### src/rtl/debug_packet_receiver_defines.svh
// Assertion macros shared by the receiver's modules.
// They expect signals named clk and rst in the scope where they are used.
`ifndef DEBUG_PACKET_RECEIVER_DEFINES_SVH
`define DEBUG_PACKET_RECEIVER_DEFINES_SVH

// The consequent must hold in the same cycle as the antecedent.
`define DPR_ASSERT_IMPL(label, ante, cons) \
  label: assert property (@(posedge clk) disable iff (rst) (ante) |-> (cons)) \
    else $error("debug packet receiver: same-cycle check failed");

// The consequent must hold in the cycle after the antecedent.
`define DPR_ASSERT_NEXT(label, ante, cons) \
  label: assert property (@(posedge clk) disable iff (rst) (ante) |=> (cons)) \
    else $error("debug packet receiver: next-cycle check failed");

`endif

### src/rtl/dpr_pkg.sv
package dpr_pkg;

  localparam logic [7:0] CH_HASH   = 8'h23;
  localparam logic [7:0] CH_COMMA  = 8'h2C;
  localparam logic [7:0] CH_PLUS   = 8'h2B;
  localparam logic [7:0] CH_MINUS  = 8'h2D;
  localparam logic [7:0] CH_DOLLAR = 8'h24;

  typedef enum logic [1:0] {
    PH_IDLE = 2'd0,
    PH_BODY = 2'd1,
    PH_CKHI = 2'd2,
    PH_CKLO = 2'd3
  } phase_t;

  typedef enum logic [1:0] {
    EV_PACKET = 2'd0,
    EV_ACK    = 2'd1,
    EV_NAK    = 2'd2
  } event_t;

  typedef struct packed {
    event_t      event_kind;
    logic        checksum_ok;
    logic [7:0]  command_byte;
    logic [1:0]  field_count;
    logic [31:0] field_zero;
    logic [31:0] field_one;
    logic [31:0] field_two;
    logic [15:0] first_decimal;
  } result_t;

  // Anything that is not a hex digit reads as zero.
  function automatic logic [3:0] hex_value(input logic [7:0] c);
    logic [3:0] v;
    v = 4'd0;
    if (c >= 8'h30 && c <= 8'h39) begin
      v = c[3:0];
    end else if ((c >= 8'h61 && c <= 8'h66) || (c >= 8'h41 && c <= 8'h46)) begin
      v = 4'(c[3:0] + 4'd9);
    end
    return v;
  endfunction

endpackage

### src/rtl/dpr_parser.sv
`include "debug_packet_receiver_defines.svh"

module dpr_parser #(
  parameter int FIELD_WIDTH = 32
) (
  input  logic             clk,
  input  logic             rst,
  input  logic             take,
  input  logic [7:0]       rx_byte,
  output logic             emit,
  output dpr_pkg::result_t result
);

  dpr_pkg::phase_t phase, phase_next;

  logic [7:0]             running_sum;
  logic [3:0]             checksum_high;
  logic [7:0]             held_command;
  logic                   command_seen;
  logic                   args_seen;
  logic [1:0]             field_index;
  logic [FIELD_WIDTH-1:0] field_store [3];
  logic [15:0]            decimal_accum;

  logic [3:0]  digit;
  logic        start;
  logic        is_body;
  logic        body_arg;
  logic        body_digit;

  assign digit      = dpr_pkg::hex_value(rx_byte);
  assign start      = take && phase == dpr_pkg::PH_IDLE && rx_byte == dpr_pkg::CH_DOLLAR;
  assign is_body    = take && phase == dpr_pkg::PH_BODY && rx_byte != dpr_pkg::CH_HASH;
  assign body_arg   = is_body && command_seen;
  assign body_digit = body_arg && rx_byte != dpr_pkg::CH_COMMA;

  always_comb begin
    phase_next = phase;
    if (take) begin
      unique case (phase)
        dpr_pkg::PH_IDLE: begin
          if (rx_byte == dpr_pkg::CH_DOLLAR) phase_next = dpr_pkg::PH_BODY;
        end
        dpr_pkg::PH_BODY: begin
          if (rx_byte == dpr_pkg::CH_HASH) phase_next = dpr_pkg::PH_CKHI;
        end
        dpr_pkg::PH_CKHI: phase_next = dpr_pkg::PH_CKLO;
        dpr_pkg::PH_CKLO: phase_next = dpr_pkg::PH_IDLE;
        default: phase_next = dpr_pkg::PH_IDLE;
      endcase
    end
  end

  always_comb begin
    emit   = 1'b0;
    result = '0;
    if (take) begin
      unique case (phase)
        dpr_pkg::PH_IDLE: begin
          if (rx_byte == dpr_pkg::CH_PLUS) begin
            emit              = 1'b1;
            result.event_kind = dpr_pkg::EV_ACK;
          end else if (rx_byte == dpr_pkg::CH_MINUS) begin
            emit              = 1'b1;
            result.event_kind = dpr_pkg::EV_NAK;
          end
        end
        dpr_pkg::PH_CKLO: begin
          emit                 = 1'b1;
          result.event_kind    = dpr_pkg::EV_PACKET;
          result.checksum_ok   = {checksum_high, digit} == running_sum;
          result.command_byte  = held_command;
          result.field_count   = args_seen ? 2'(field_index + 2'd1) : 2'd0;
          result.field_zero    = 32'(field_store[0]);
          result.field_one     = 32'(field_store[1]);
          result.field_two     = 32'(field_store[2]);
          result.first_decimal = decimal_accum;
        end
        default: ;
      endcase
    end
  end

  always_ff @(posedge clk) begin
    if (rst) begin
      phase         <= dpr_pkg::PH_IDLE;
      running_sum   <= '0;
      checksum_high <= '0;
      held_command  <= '0;
      command_seen  <= 1'b0;
      args_seen     <= 1'b0;
      field_index   <= '0;
      decimal_accum <= '0;
      for (int i = 0; i < 3; i++) field_store[i] <= '0;
    end else begin
      phase <= phase_next;
      if (start) begin
        running_sum   <= '0;
        checksum_high <= '0;
        held_command  <= '0;
        command_seen  <= 1'b0;
        args_seen     <= 1'b0;
        field_index   <= '0;
        decimal_accum <= '0;
        for (int i = 0; i < 3; i++) field_store[i] <= '0;
      end else begin
        if (is_body) running_sum <= running_sum + rx_byte;
        if (is_body && !command_seen) begin
          held_command <= rx_byte;
          command_seen <= 1'b1;
        end
        if (body_arg) args_seen <= 1'b1;
        // Commas past the third field are dropped; digits keep going into it.
        if (body_arg && rx_byte == dpr_pkg::CH_COMMA && field_index < 2'd2) begin
          field_index <= field_index + 2'd1;
        end
        for (int i = 0; i < 3; i++) begin
          if (body_digit && field_index == 2'(i)) begin
            field_store[i] <= {field_store[i][FIELD_WIDTH-5:0], digit};
          end
        end
        if (body_digit && field_index == 2'd0) begin
          decimal_accum <= (decimal_accum << 3) + (decimal_accum << 1) + 16'(digit);
        end
        if (take && phase == dpr_pkg::PH_CKHI) checksum_high <= digit;
      end
    end
  end

  `DPR_ASSERT_IMPL(a_ack_clean,
                   emit && result.event_kind != dpr_pkg::EV_PACKET,
                   result.field_count == 2'd0 && result.command_byte == 8'd0
                   && !result.checksum_ok)
  `DPR_ASSERT_NEXT(a_start_clears, start,
                   phase == dpr_pkg::PH_BODY && running_sum == 8'd0 && !command_seen)
  `DPR_ASSERT_IMPL(a_args_need_cmd, !command_seen, field_index == 2'd0 && !args_seen)
  `DPR_ASSERT_NEXT(a_close_idle, take && phase == dpr_pkg::PH_CKLO,
                   phase == dpr_pkg::PH_IDLE)

endmodule

### src/rtl/dpr_out_reg.sv
module dpr_out_reg (
  input  logic             clk,
  input  logic             rst,
  input  logic             load,
  input  dpr_pkg::result_t load_data,
  input  logic             out_ready,
  output logic             out_valid,
  output dpr_pkg::result_t out_data
);

  // The caller loads only when the register is empty or being drained.
  always_ff @(posedge clk) begin
    if (rst) begin
      out_valid <= 1'b0;
    end else if (load) begin
      out_valid <= 1'b1;
    end else if (out_ready) begin
      out_valid <= 1'b0;
    end
  end

  always_ff @(posedge clk) begin
    if (load) out_data <= load_data;
  end

endmodule

### src/rtl/debug_packet_receiver.sv
// Debug link packet receiver: one received byte per input transaction.
// Latency: a result transaction is offered the cycle after the byte that causes it.
// Throughput: one byte per cycle; the only stall is a full output register
// whose result is not being taken in that cycle.
// Reset (rst, synchronous, active high) returns to idle outside any packet,
// clears the packet state and empties the output register.
module debug_packet_receiver #(
  parameter int FIELD_WIDTH = 32
) (
  input  logic        clk,
  input  logic        rst,
  input  logic        in_valid,
  output logic        in_ready,
  input  logic [7:0]  rx_byte,
  output logic        out_valid,
  input  logic        out_ready,
  output logic [1:0]  event_kind,
  output logic        checksum_ok,
  output logic [7:0]  command_byte,
  output logic [1:0]  field_count,
  output logic [31:0] field_zero,
  output logic [31:0] field_one,
  output logic [31:0] field_two,
  output logic [15:0] first_decimal
);

  logic             take;
  logic             emit;
  dpr_pkg::result_t result;
  dpr_pkg::result_t out_data;

  assign in_ready = !out_valid || out_ready;
  assign take     = in_valid && in_ready;

  dpr_parser #(
    .FIELD_WIDTH(FIELD_WIDTH)
  ) u_parser (
    .clk     (clk),
    .rst     (rst),
    .take    (take),
    .rx_byte (rx_byte),
    .emit    (emit),
    .result  (result)
  );

  dpr_out_reg u_out_reg (
    .clk       (clk),
    .rst       (rst),
    .load      (emit),
    .load_data (result),
    .out_ready (out_ready),
    .out_valid (out_valid),
    .out_data  (out_data)
  );

  assign event_kind    = out_data.event_kind;
  assign checksum_ok   = out_data.checksum_ok;
  assign command_byte  = out_data.command_byte;
  assign field_count   = out_data.field_count;
  assign field_zero    = out_data.field_zero;
  assign field_one     = out_data.field_one;
  assign field_two     = out_data.field_two;
  assign first_decimal = out_data.first_decimal;

endmodule
### config.mk
export PLATFORM = sky130hd
export DESIGN_NAME = debug_packet_receiver
export DESIGN_NICKNAME = d
export VERILOG_FILES = /design/src/rtl/dpr_pkg.sv /design/src/rtl/dpr_parser.sv /design/src/rtl/dpr_out_reg.sv /design/src/rtl/debug_packet_receiver.sv
export VERILOG_INCLUDE_DIRS = /design/src /design/src/rtl
export SDC_FILE = /design/constraint.sdc
export NUM_CORES = 1
export LEC_CHECK = 0
export ABC_AREA = 1
export BUFFER_PORTS_ARGS = -buffer_cell sky130_fd_sc_hd__buf_2
export CAP_MARGIN = 20
export CORE_UTILIZATION = 50
export CTS_CLUSTER_SIZE = 8
export DETAILED_ROUTE_END_ITERATION = 10
export HOLD_SLACK_MARGIN = 0.08
export PLACE_DENSITY = 0.7
export SLEW_MARGIN = 20
export SYNTH_ARGS = -nofsm -noshare
export SYNTH_HDL_FRONTEND = slang
export SYNTH_SLANG_ARGS = --single-unit
### constraint.sdc
create_clock -name clk -period 8 [get_ports clk]
set_input_delay 2.4 -clock clk [delete_from_list [all_inputs] [get_ports clk]]
set_output_delay 2.4 -clock clk [all_outputs]
set_load 0.01 [all_outputs]
**Yosys cells after proc, flatten, opt, wreduce, memory -nomap -nowiden**

Memories as Yosys holds them, arrays and structs flattened.
Cells that the tools add are included.

- Add/sub/neg operators: 5
- Bitwise logic cells: 8
- Divide/modulo/power cells: 0
- Shift-type cells: 0
- Reduce and logical (&&, ||, !) cells: 30
- Magnitude comparators: 7
- Multiplexer cells: 36
- Equal/unequal tests: 15
- Multipliers: 0

Operators with widths:

| cell | count |
|---|---|
| $mux W32 | 6 |
| $eq A8 B6 Y1 const B | 5 |
| $mux W1 | 23 |
| $logic_and A1 B1 Y1 | 17 |
| $add A16 B16 Y16 | 1 |
| $add A16 B4 Y16 | 1 |
| $ge A8 B7 Y1 const B | 2 |
| $le A8 B7 Y1 const B | 2 |
| $ne A8 B6 Y1 const B | 2 |
| $add A8 B8 Y8 | 1 |
| $eq A8 B8 Y1 | 1 |
| $ge A8 B6 Y1 const B | 1 |
| $le A8 B6 Y1 const B | 1 |
| $mux W4 | 2 |
| $pmux W2 S4 | 1 |
| $eq A2 B2 Y1 const B | 3 |
| $mux W2 | 3 |
| $or A1 B1 Y1 | 6 |
| $reduce_and A3 Y1 | 2 |
| $add A4 B4 Y4 const B | 1 |
| $eq A2 B1 Y1 const B | 2 |
| $logic_not A2 Y1 | 2 |
| $ne A2 B2 Y1 const B | 2 |
| $reduce_and A2 Y1 | 2 |
| 9 further kinds | 12 |

- Output and inout port bits: 127
- RAM bits: 96
- Register bits after elaboration: 168
- Bits in latches: 0
- Memory bits (read-only): 0
- Memories kept: 1
- Bits of input ports: 12

Memory list:

| name | depth | bits a word | read ports | clocked after Yosys merged registers in | wr ports | line | RTL |
|---|---|---|---|---|---|---|---|
| u_parser.field_store | 3 | 32 | 3 | 0 | 3 | dpr_parser.sv:22 | `logic [FIELD_WIDTH-1:0] field_store [3];` |

**Logic depth before layout (Yosys ltp)**

Gate-level depths: netlist of run 1.

- Depth in word-level cells: 13
- Gate-level depth with buffers: 21

**Cells and area by module**

A second synthesis of run 1 with hierarchy kept.

- Cells, all modules: 1,061
- Area, all modules: 11,548.6 um^2

By module, submodules not included:

| module | seq. area each (um^2) | area an instance (um^2) | instances | cells each |
|---|---|---|---|---|
| dpr_parser | 3,723.6 | 7,734.9 | 1 | 927 |
| dpr_out_reg | 3,773.6 | 3,793.6 | 1 | 130 |
| debug_packet_receiver | 0.0 | 20.0 | 1 | 4 |

**Worst setup path after synthesis of run 1**

OpenSTA, ideal clock, no wires.

- Path kind: input port to flip-flop
- Start: input port rx_byte[1]
- End: register u_out_reg.out_data[0] (netlist name)
- Path slack: 2,016 ps
- Arrival time: 5,505 ps
- Data required time: 7,522 ps
- Stages on the path: 8
- Setup time: 478 ps
- Cells stage by stage: inv_1 ha_1 inv_1 nor2_1 o21ai_0 o21bai_1 nand3_1 inv_1

- Cells in the longest elaborated chain, start to end: 5
- Elaborated cells between the ends (all ways): 6
- Those cells by class: eq/ne: 2; mux: 4

Ends and longest elaborated chain:

| item | line | RTL |
|---|---|---|
| start, declared | debug_packet_receiver.sv:14 | `input logic [7:0] rx_byte,` |
| $eq A8 B6 Y1 | dpr_parser.sv:63 | `end else if (rx_byte == dpr_pkg::CH_MINUS) begin` |
| $mux W1 | dpr_parser.sv:63 |  |
| $mux W1 * | dpr_parser.sv:60 | `if (rx_byte == dpr_pkg::CH_PLUS) begin` |
| $pmux W1 S2 * | dpr_parser.sv:58 | `unique case (phase)` |
| $mux W1 * | dpr_parser.sv:57 | `if (take) begin` |
| named net emit | debug_packet_receiver.sv:28 | `logic emit;` |

Mark *: on every way through the listed nets, which the timed path passes. The rest lies on a longest branch.
A chain may end at the register's enable or synchronous reset.

**Worst setup path in the final report of run 1**

- Start: input port out_ready
- End: output port in_ready

- Cells in the longest elaborated chain, start to end: 1

Ends and longest elaborated chain:

| item | line | RTL |
|---|---|---|
| start, declared | debug_packet_receiver.sv:16 | `input logic out_ready,` |
| $logic_or A1 B1 Y1 | debug_packet_receiver.sv:32 | `assign in_ready = !out_valid \|\| out_ready;` |
| end, declared | debug_packet_receiver.sv:13 | `output logic in_ready,` |

Every way passes these cells.

==> results of run 1 <==
area by class of cell:
type / count / share of cell area (%)
inverter: 194 / 5.38
sequential: 264 / 55.2
tap: 285 / 2.62
clock buffer: 59 / 7.74
multi-input combinational: 582 / 23.3
timing repair buffer: 147 / 5.58
clock inverter: 2 / 0.212
cell families after synthesis:
logic type      after synthesis  share of synthesized area (%)
compound gates               76                           3.61
flops                       264                           64.6
xor+xnor                     14                           1.06
fa+ha+maj                    46                           5.15
simple gates                446                           17.3
buf+inv                     233                           8.32
sequential cells by signal, summed over array words and instances, names as in the netlist:
register,count
u_out_reg.out_data,125
u_parser.field_store,96
u_parser.decimal_accum,16
u_parser.held_command,8
u_parser.running_sum,8
u_parser.checksum_high,4
u_parser.field_index,2
u_parser.phase,2
u_out_reg.out_valid,1
u_parser.args_seen,1
u_parser.command_seen,1
power breakdown:
group | internal [mW] | switching (mW) | total [mW] | leakage [nW]
Sequential | 1.51 | 0.00951 | 1.51 | 2.72
Combinational | 0.0277 | 0.0769 | 0.105 | 2.78
Clock | 0.896 | 0.558 | 1.45 | 0.519
Total | 2.43 | 0.644 | 3.07 | 6.02
worst max path at each step:
stage / from / endpoint / slack (ns) / depth (start not counted)
after floorplan: rx_byte[1] / u_out_reg.out_data[0] / 2.02 / 8
after global placement: rx_byte[1] / u_parser.decimal_accum[14] / 2.57 / 19
after detailed placement: rx_byte[1] / u_parser.decimal_accum[14] / 2.55 / 18
after CTS: out_ready / in_ready / 2.86 / 4
after global routing: out_ready / in_ready / 2.83 / 4
final: out_ready / in_ready / 2.86 / 4
worst min-delay path, cell delays in order (launching register included):
cell     delay (ns)
dfxtp_1        0.29
inv_1          0.06
a21oi_1        0.05
cell usage after synthesis (all sizes together), types with 4 or more instances:
cell | instances | share of area, %
nand2 | 143 | 4.6
o21ai | 29 | 1.3
a21oi | 38 | 1.6
dfxtp | 43 | 7.4
xor2 | 10 | 0.75
nand4 | 10 | 0.54
xnor2 | 4 | 0.30
nand3 | 41 | 1.8
inv | 194 | 6.3
nor2 | 156 | 5.2
nor3 | 92 | 4.9
buf | 33 | 1.9
edfxtp | 221 | 57
ha | 43 | 4.6
clkbuf | 6 | 0.19
stage by stage:
step           utilization (%)  hold slack (ns)  setup WS [ns]  instances  power [mW]
5_1_grt                   59.8            0.478           2.83       1533        3.18
6_report                  59.8            0.452           2.86       1533        3.07
3_5_place_dp              55.1            0.449           2.55       1472        1.65
2_1_floorplan                -            0.429           2.02       1079        1.62
4_1_cts                   59.8            0.457           2.86       1533        3.10
3_3_place_gp              55.1            0.444           2.57       1472        1.64
routing by layer:
| layer | share of wire [%] | GRT usage, % | up-vias |
|---|---|---|---|
| li1 | - | - | 3851 |
| met1 | 47 | 26.6 | 3556 |
| met2 | 47 | 32.5 | 170 |
| met3 | 4.1 | 3.87 | 43 |
| met4 | 2.0 | 6.84 | 0 |
| met5 | 0 | 0 | - |
==> impl_results.md, run 1 <==
- CP delay by family, top: buffers and inverters
- Hold_sp: u_parser.held_command[3]
- Hold Path Stages: 2
- Required @ worst endpoint: around 5.6 ns
- Maxcap violations: 0
- Flop-to-flop setup slack: 5.16 ns
- Leakage: ~6 nW
- Most used cell along the critical path: buf_2
- Vias in the first global route: between 7,000 and 8,000
- CP Class: input port to output pin
- Max stage delay on crit path: between 0.1 and 0.15 ns
- Fmax achieved: roughly 200 MHz
- Rows: 55
- Core area: approximately 0.023 mm2
- Die area: between 0.02 and 0.025 mm2
- Clk root buf: clkbuf_16
- Asr flop ratio synth: 0%
- Critical Path Fanout Max: 3
- Setup repair bufs after CTS: 0
- CTS max path bufs: 3
- Clk Latency, worst-skew pair: slightly above 0.5 ns
- Tcrit/Tclk final: 64.3%
- Final WL: 22.9 mm
- Hpwl dp: between 10 and 15 mm
- Register Area: roughly 0.0075 mm2
- Initial core utilization: 51.1%
- Commonest non-fill, non-tap cells in the layout: 221 x edfxtp_1, 191 x inv_1, 153 x nor2_1
- Syn Area/Cell: approximately 11 um2
- Antenna-violating nets left: 0
- Top Ports: roughly 140
- Fin. max-slew vios: 0
- FF-to-FF Start: u_parser.phase[1]
- RSZ-0062 raised after global routing: false
- RD Place Congestion: about 0.90
- Critical-path cell list: buf_2 -> inv_1 -> nand2_1 -> buf_2
- Worst reg2reg path depth: 12
- Port Buf Inserts: ~140
- CTS Buf Count: 38
- Post-Synthesis Cells: approximately 1,100
- Final Cell Area: ~0.014 mm2
- Post-Synthesis Net Count: around 1,100
- Vias: between 7,000 and 8,000
- Reg-to-reg endpoint: u_parser.decimal_accum[2]
- Worst setup SP type: input port
- Distinct cells, synth: 34
- Setup TNS: 0 ns
- Area growth from synthesis to layout: 17.0%
- Largest net degree at the start of global routing: 97
- Power per cell area: 226 mW/mm2
- Buf/Inv on CP: 3
- Die X: roughly 150 um
- Clk sinks: 264
- DR vias/cell: between 4 and 5
- CTS tree: yes
- Kind of end point of the critical path: output pin
- Layout cell share with drive strength beyond 1: 17.7%
- EDFF count, synth: 221
- Most used DFF post-synth: edfxtp_1
- Clock transition at path regs: roughly 0.050 ns
- Multi-input logic area: 0.00316 mm2
- Congestion Overflow GR: 0
- First-pass GRT wire length: about 37 mm
- Hold Buf Count CTS: 0
- DRC violations left: 0
- Worst path slowest cell: buf_2
- Iter 0 DRT Violations: roughly 540
- CTS HTree Levels: 2
- Critical Path AT: 2.74 ns
- Placed inst area: roughly 0.013 mm2
- # diodes: 0
- Initial antenna violation count: 0
- Flops & latches, synth: ~260
- Yosys warns: 0
- Hold Vio Cnt, Final: 0
- Worst Max-Slew Pin Slew: 1.06 ns
- Slew margin rel.: approximately 29%
- Setup-failing EPs final: 0
- DIE HEIGHT: around 150 um
- WL/cell: 14.9 um
- Fill cells: roughly 1,900
- Peak supply drop: roughly 0.00015 V
- Hold endpoint: u_parser.held_command[3]
- Pre-Repair DR Iteration Count: 4
- Commonest non-fill, non-tap cell in the layout: edfxtp_1
- Outcome: complete, no violations
- Post-Syn Area: between 0.01 and 0.015 mm2
- Fin crit period: around 5 ns
- Tot GR Track Use: around a fifth
- Seq/Total Area, Yosys: approximately 65%
- Nets@finish: ~1,300
- Worst-case clock skew: between 0.01 and 0.015 ns
- Resize count post-CTS: 0
- Worst hold path type: flip-flop to flip-flop
(Power assumes the default switching activity.)
==> run 2: changes to the inputs <==
--- a/config.mk
+++ b/config.mk
@@ -13,7 +13,7 @@
 export CTS_CLUSTER_SIZE = 8
 export DETAILED_ROUTE_END_ITERATION = 10
 export HOLD_SLACK_MARGIN = 0.08
-export PLACE_DENSITY = 0.7
+export PLACE_DENSITY = 0.73
 export SLEW_MARGIN = 20
 export SYNTH_ARGS = -nofsm -noshare
 export SYNTH_HDL_FRONTEND = slang
==> constraint.sdc (replaced) <==
create_clock -name clk -period 4.4 [get_ports clk]
set_input_delay 1.32 -clock clk [delete_from_list [all_inputs] [get_ports clk]]
set_output_delay 1.32 -clock clk [all_outputs]
set_load 0.01 [all_outputs]
==> impl_results.md, run 2 (synthesis results as in run 1) <==
- Commonest non-fill, non-tap cell in the layout: edfxtp_1
- RSZ-0062 raised after global routing: false
- Pre-Repair DR Iteration Count: 5
- Fin crit period: roughly 3.7 ns
- Dpl cells: about 1,500
- Rows: 55
- Placed inst area: between 0.01 and 0.015 mm2
- # diodes: 0
- DRC violations left: 0
- Clock transition at path regs: 0.05 ns
- RD Place Congestion: about 0.85
- Fin worst setup slack: roughly 0.69 ns
- Most used cell along the critical path: nand2_1
- Initial antenna violation count: 0
- Vias in the first global route: about 7,400
- CTS HTree Levels: 2
- Maxcap violations: 0
- Required @ worst endpoint: approximately 4.8 ns
- Worst path slowest cell: o21ai_0
- Setup repair bufs after CTS: 0
- Critical Path AT: a little over 4 ns
- Setup-failing EPs final: 0
- Tcrit/Tclk final: 84.4%
- DR vias/cell: between 5 and 6
- Port Buf Inserts: approximately 140
- Leakage: 6.06 nW
- CTS max path bufs: 3
- Hpwl dp: about 15 mm
- Hold Vio Cnt, Final: 0
- Largest regs: u_out_reg.out_data (125), u_parser.field_store (96), u_parser.decimal_accum (16)
- Worst-case clock skew: about 0.02 ns
- Kind of end point of the critical path: flip-flop
- Worst slack, placed: 0.209 ns
- Worst setup SP type: input port
- Buf/Inv on CP: 4
- CP delay by family, top: simple AND/OR/NAND/NOR gates
- DIE HEIGHT: 154 um
- Worst Max-Slew Pin Slew: 0.558 ns
- Die area: around 0.024 mm2
- Top Ports: 139
- Fin. max-slew vios: 0
- Tot GR Track Use: 19.6%
- Commonest non-fill, non-tap cells in the layout: 221 x edfxtp_1, 191 x inv_1, 153 x nor2_1
- Critical Path Fanout Max: 6
- Initial core utilization: between 50% and 60%
- Setup TNS: 0 ns
- Clk Latency, worst-skew pair: 0.52 ns
- Worst hold path type: flip-flop to flip-flop
- Antenna-violating nets left: 0
- Power per cell area: about 400 mW/mm2
- CTS tree: yes
- Largest Register: u_out_reg.out_data
- Iter 0 DRT Violations: a little over 500
- Peak supply drop: about 0.00027 V
- Final WL: 22.7 mm
- Clk root buf: clkbuf_16
- CP Class: input port to flip-flop
- Die X: roughly 150 um
- First-pass GRT wire length: between 30 and 40 mm
- Clk sinks: 264
- Area growth from synthesis to layout: 18.1%
- Congestion Overflow GR: 0
- Core Util, Final: 60.4%
- Final Non-Filler Cells: approximately 1,500
- Core area: 0.0227 mm2
- CTS Buf Count: 39
- Nets@finish: ~1,300
- Max stage delay on crit path: 0.38 ns
- Hold slack: 0.458 ns
- Slew margin rel.: about 63%
- Final Cell Area: 0.0137 mm2
- Layout cell share with drive strength beyond 1: 18.1%
- Largest net degree at the start of global routing: 99
- Vias: roughly 7,700
- Hold Buf Count CTS: 0
- Largest register FFs: 125
- Critical-path cell list: buf_2 -> inv_1 -> ha_1 -> inv_1 -> nand3_1 -> nand2_1 -> nand2_1 -> nand2_1 -> inv_1 -> fa_1 -> ha_1 -> nand2_1 -> o21ai_0 -> nand2_1 -> nand2_1 -> nand2_1 -> nand3_1 -> nand2_1 -> nand2_1 -> nand2_1
- WL/cell: about 15 um
- Fmax achieved: ~270 MHz
- Resize count post-CTS: 0
- Total Power: about 5.6 mW
- Outcome: complete, no violations
-- run 2: cell count changes in the layout (fill, tap and decap cells not counted), sizes merged --
cell	delta
clkinvlp	+1
clkinv	+3
inv	-2
clkbuf	-1
buf	+2
-- run 2: final cells by class --
| type | instances | area [um2] |
|---|---|---|
| repair buffers | 149 | 836 |
| clock buffers | 58 | 1060 |
| flip-flops and latches | 264 | 7500 |
| well taps | 285 | 357 |
| multi-input cells | 582 | 3170 |
| fillers | 1860 | 9000 |
| inverters | 194 | 732 |
| clock inverters | 4 | 63.8 |
-- run 2: worst paths after layout --
kind | endpoint | slack [ns] | depth (start not counted) | start
hold reg to reg | u_parser.held_command[3] | 0.46 | 2 | u_parser.held_command[3]
setup / recovery | u_parser.decimal_accum[11] | 0.69 | 20 | rx_byte[1]
setup reg to reg | u_parser.decimal_accum[6] | 2.05 | 12 | u_parser.phase[1]
hold / removal | u_parser.held_command[3] | 0.46 | 2 | u_parser.held_command[3]
-- run 2: worst register-to-register path, stage by stage (launching register included) --
cell and delay, ns:
dfxtp_1 0.32, inv_1 0.10, ha_1 0.18, inv_1 0.05, nor2_2 0.14, nand3_2 0.14
nor2_4 0.17, nand2_1 0.37, nand2_1 0.21, buf_4 0.29, inv_2 0.13, nand2_1 0.09
nand2_1 0.05
-- run 2: per-layer routing --
layer  up-vias  GRT usage, %  share of wire [%]
li1       3844             -                  -
met1      3618          26.8                 46
met2       209          31.7                 47
met3        32          3.78                5.3
met4         0          6.55                1.8
met5         -             0                  0
-- run 2: power breakdown --
part           total (mW)  internal, mW  switching, mW
combinational       0.197        0.0540          0.143
sequential           2.75          2.74         0.0176
clock                2.69          1.65           1.03
==> run 3: changes to the inputs <==
--- a/config.mk
+++ b/config.mk
@@ -13,7 +13,7 @@
 export CTS_CLUSTER_SIZE = 8
 export DETAILED_ROUTE_END_ITERATION = 10
 export HOLD_SLACK_MARGIN = 0.08
-export PLACE_DENSITY = 0.73
+export PLACE_DENSITY = 0.7
 export SLEW_MARGIN = 20
 export SYNTH_ARGS = -nofsm -noshare
 export SYNTH_HDL_FRONTEND = slang
==> constraint.sdc (replaced) <==
create_clock -name clk -period 3.8 [get_ports clk]
set_input_delay 1.14 -clock clk [delete_from_list [all_inputs] [get_ports clk]]
set_output_delay 1.14 -clock clk [all_outputs]
set_load 0.01 [all_outputs]
==> impl_results.md, run 3 (synthesis results as in run 1) <==
- Peak supply drop: 0.000326 V
- Vias: about 7,700
- Maxcap violations: 0
- Worst slack, placed: -0.0581 ns
- Port Buf Inserts: roughly 140
- Tot GR Track Use: ~19%
- First-pass GRT wire length: ~37 mm
- Kind of end point of the critical path: flip-flop
- Slew margin rel.: 66.2%
- Hpwl dp: 14.4 mm
- Largest register FFs: around 130
- CTS Buf Count: 38
- DRC violations left: 0
- Largest regs: u_out_reg.out_data (125), u_parser.field_store (96), u_parser.decimal_accum (16)
- Iter 0 DRT Violations: 535
- RSZ-0062 raised after global routing: false
- Core area: between 0.02 and 0.025 mm2
- Worst hold path type: flip-flop to flip-flop
- Top Ports: between 100 and 150
- CTS max path bufs: 3
- Clock transition at path regs: 0.05 ns
- Layout cell share with drive strength beyond 1: 19.1%
- Total Power: 6.47 mW
- Clk root buf: clkbuf_16
- Largest net degree at the start of global routing: 82
- Antenna-violating nets left: 0
- Leakage: slightly above 6 nW
- DIE HEIGHT: 154 um
- CTS tree: yes
- Hold Buf Count CTS: 0
- Final WL: 22.3 mm
- # diodes: 0
- Hold Vio Cnt, Final: 0
- CP Class: input port to flip-flop
- Setup repair bufs after CTS: 0
- RD Place Congestion: ~0.91
- Flop-to-flop setup slack: approximately 1.6 ns
- CTS HTree Levels: 2
- Largest Register: u_out_reg.out_data
- Worst-case clock skew: roughly 0.013 ns
- Die area: ~0.024 mm2
- Fin worst setup slack: between 0.4 and 0.5 ns
- Die X: 154 um
- Commonest non-fill, non-tap cell in the layout: edfxtp_1
- Worst setup SP type: input port
- DR vias/cell: around 5
- Power per cell area: roughly 470 mW/mm2
- Worst Max-Slew Pin Slew: between 0.5 and 0.6 ns
- Initial core utilization: 51.1%
- Tcrit/Tclk final: just under 90%
- Nets@finish: roughly 1,300
- Congestion Overflow GR: 0
- Placed inst area: 0.0127 mm2
- Rows: 55
- Final Cell Area: about 0.014 mm2
- Pre-Repair DR Iteration Count: 5
- Vias in the first global route: ~7,500
- Required @ worst endpoint: approximately 4.3 ns
- Critical Path Fanout Max: 4
- Fin. max-slew vios: 0
- Area growth from synthesis to layout: 18.6%
- Initial antenna violation count: 0
- Outcome: complete, no violations
- Critical Path AT: about 3.8 ns
- Resize count post-CTS: 0
- Setup-failing EPs final: 0
- Clk sinks: between 200 and 300
- Fmax achieved: 298 MHz
- WL/cell: ~14 um
- Core Util, Final: 60.6%
- Commonest non-fill, non-tap cells in the layout: 221 x edfxtp_1, 188 x inv_1, 153 x nor2_1
- Fin crit period: 3.36 ns
- Clk Latency, worst-skew pair: between 0.5 and 0.6 ns
-- run 3: cell types whose count changed in the layout (fill, tap and decap cells not counted), sizes merged --
cell    previous run  this run
buf              149       159
inv              194       195
clkinv             3         0
-- run 3: final timing paths --
kind              cells after the start                          to                      start
setup / recovery                     20  u_parser.decimal_accum[14]                 rx_byte[0]
hold / removal                        2    u_parser.held_command[3]   u_parser.held_command[3]
setup reg to reg                     11  u_parser.decimal_accum[14]  u_parser.decimal_accum[0]
hold reg to reg                       2    u_parser.held_command[3]   u_parser.held_command[3]
-- run 3: metal layers --
metal	vias to the layer above	part of all wire, %	global-route usage, %	routed length, um
met5	-	0	0	0
met3	45	4.9	3.61	1080
met4	0	2.5	7.21	561
met1	3524	47	26.0	10400
li1	3879	-	-	-
met2	210	46	31.7	10200
-- run 3: layout make-up --
type	instances	area, um2
tap	285	357
inverter	194	744
clock inverter	2	28.8
multi-input combinational	582	3190
timing repair buffer	159	898
fill	1856	8940
sequential	264	7500
clock buffer	58	1050
-- run 3: metrics by stage --
step,setup TNS [ns],hold WS [ns],std cells
after floorplan,-19.57,0.429,1079
after global placement,0,0.440,1484
after detailed placement,-0.0959,0.444,1484
after CTS,0,0.452,1544
after global routing,0,0.474,1544
final,0,0.450,1544
-- run 3: power by group --
group	switching (mW)	internal, mW
clock	1.16	1.88
combinational	0.166	0.0668
sequential	0.0192	3.17
total	1.35	5.12
-- run 3: critical path: stages --
cell and delay [ns]:
buf_2 0.15, inv_1 0.08, ha_1 0.21, inv_1 0.08, nand3_1 0.13, nand2_1 0.10, nand2_1 0.05, nand2_1 0.10
inv_1 0.08, fa_1 0.51, inv_1 0.06, fa_1 0.42, o21ai_0 0.18, buf_4 0.16, nand3_1 0.08, nand3_1 0.08
nand2_1 0.05, nand2_1 0.05, nand2_1 0.05, nand2_1 0.07
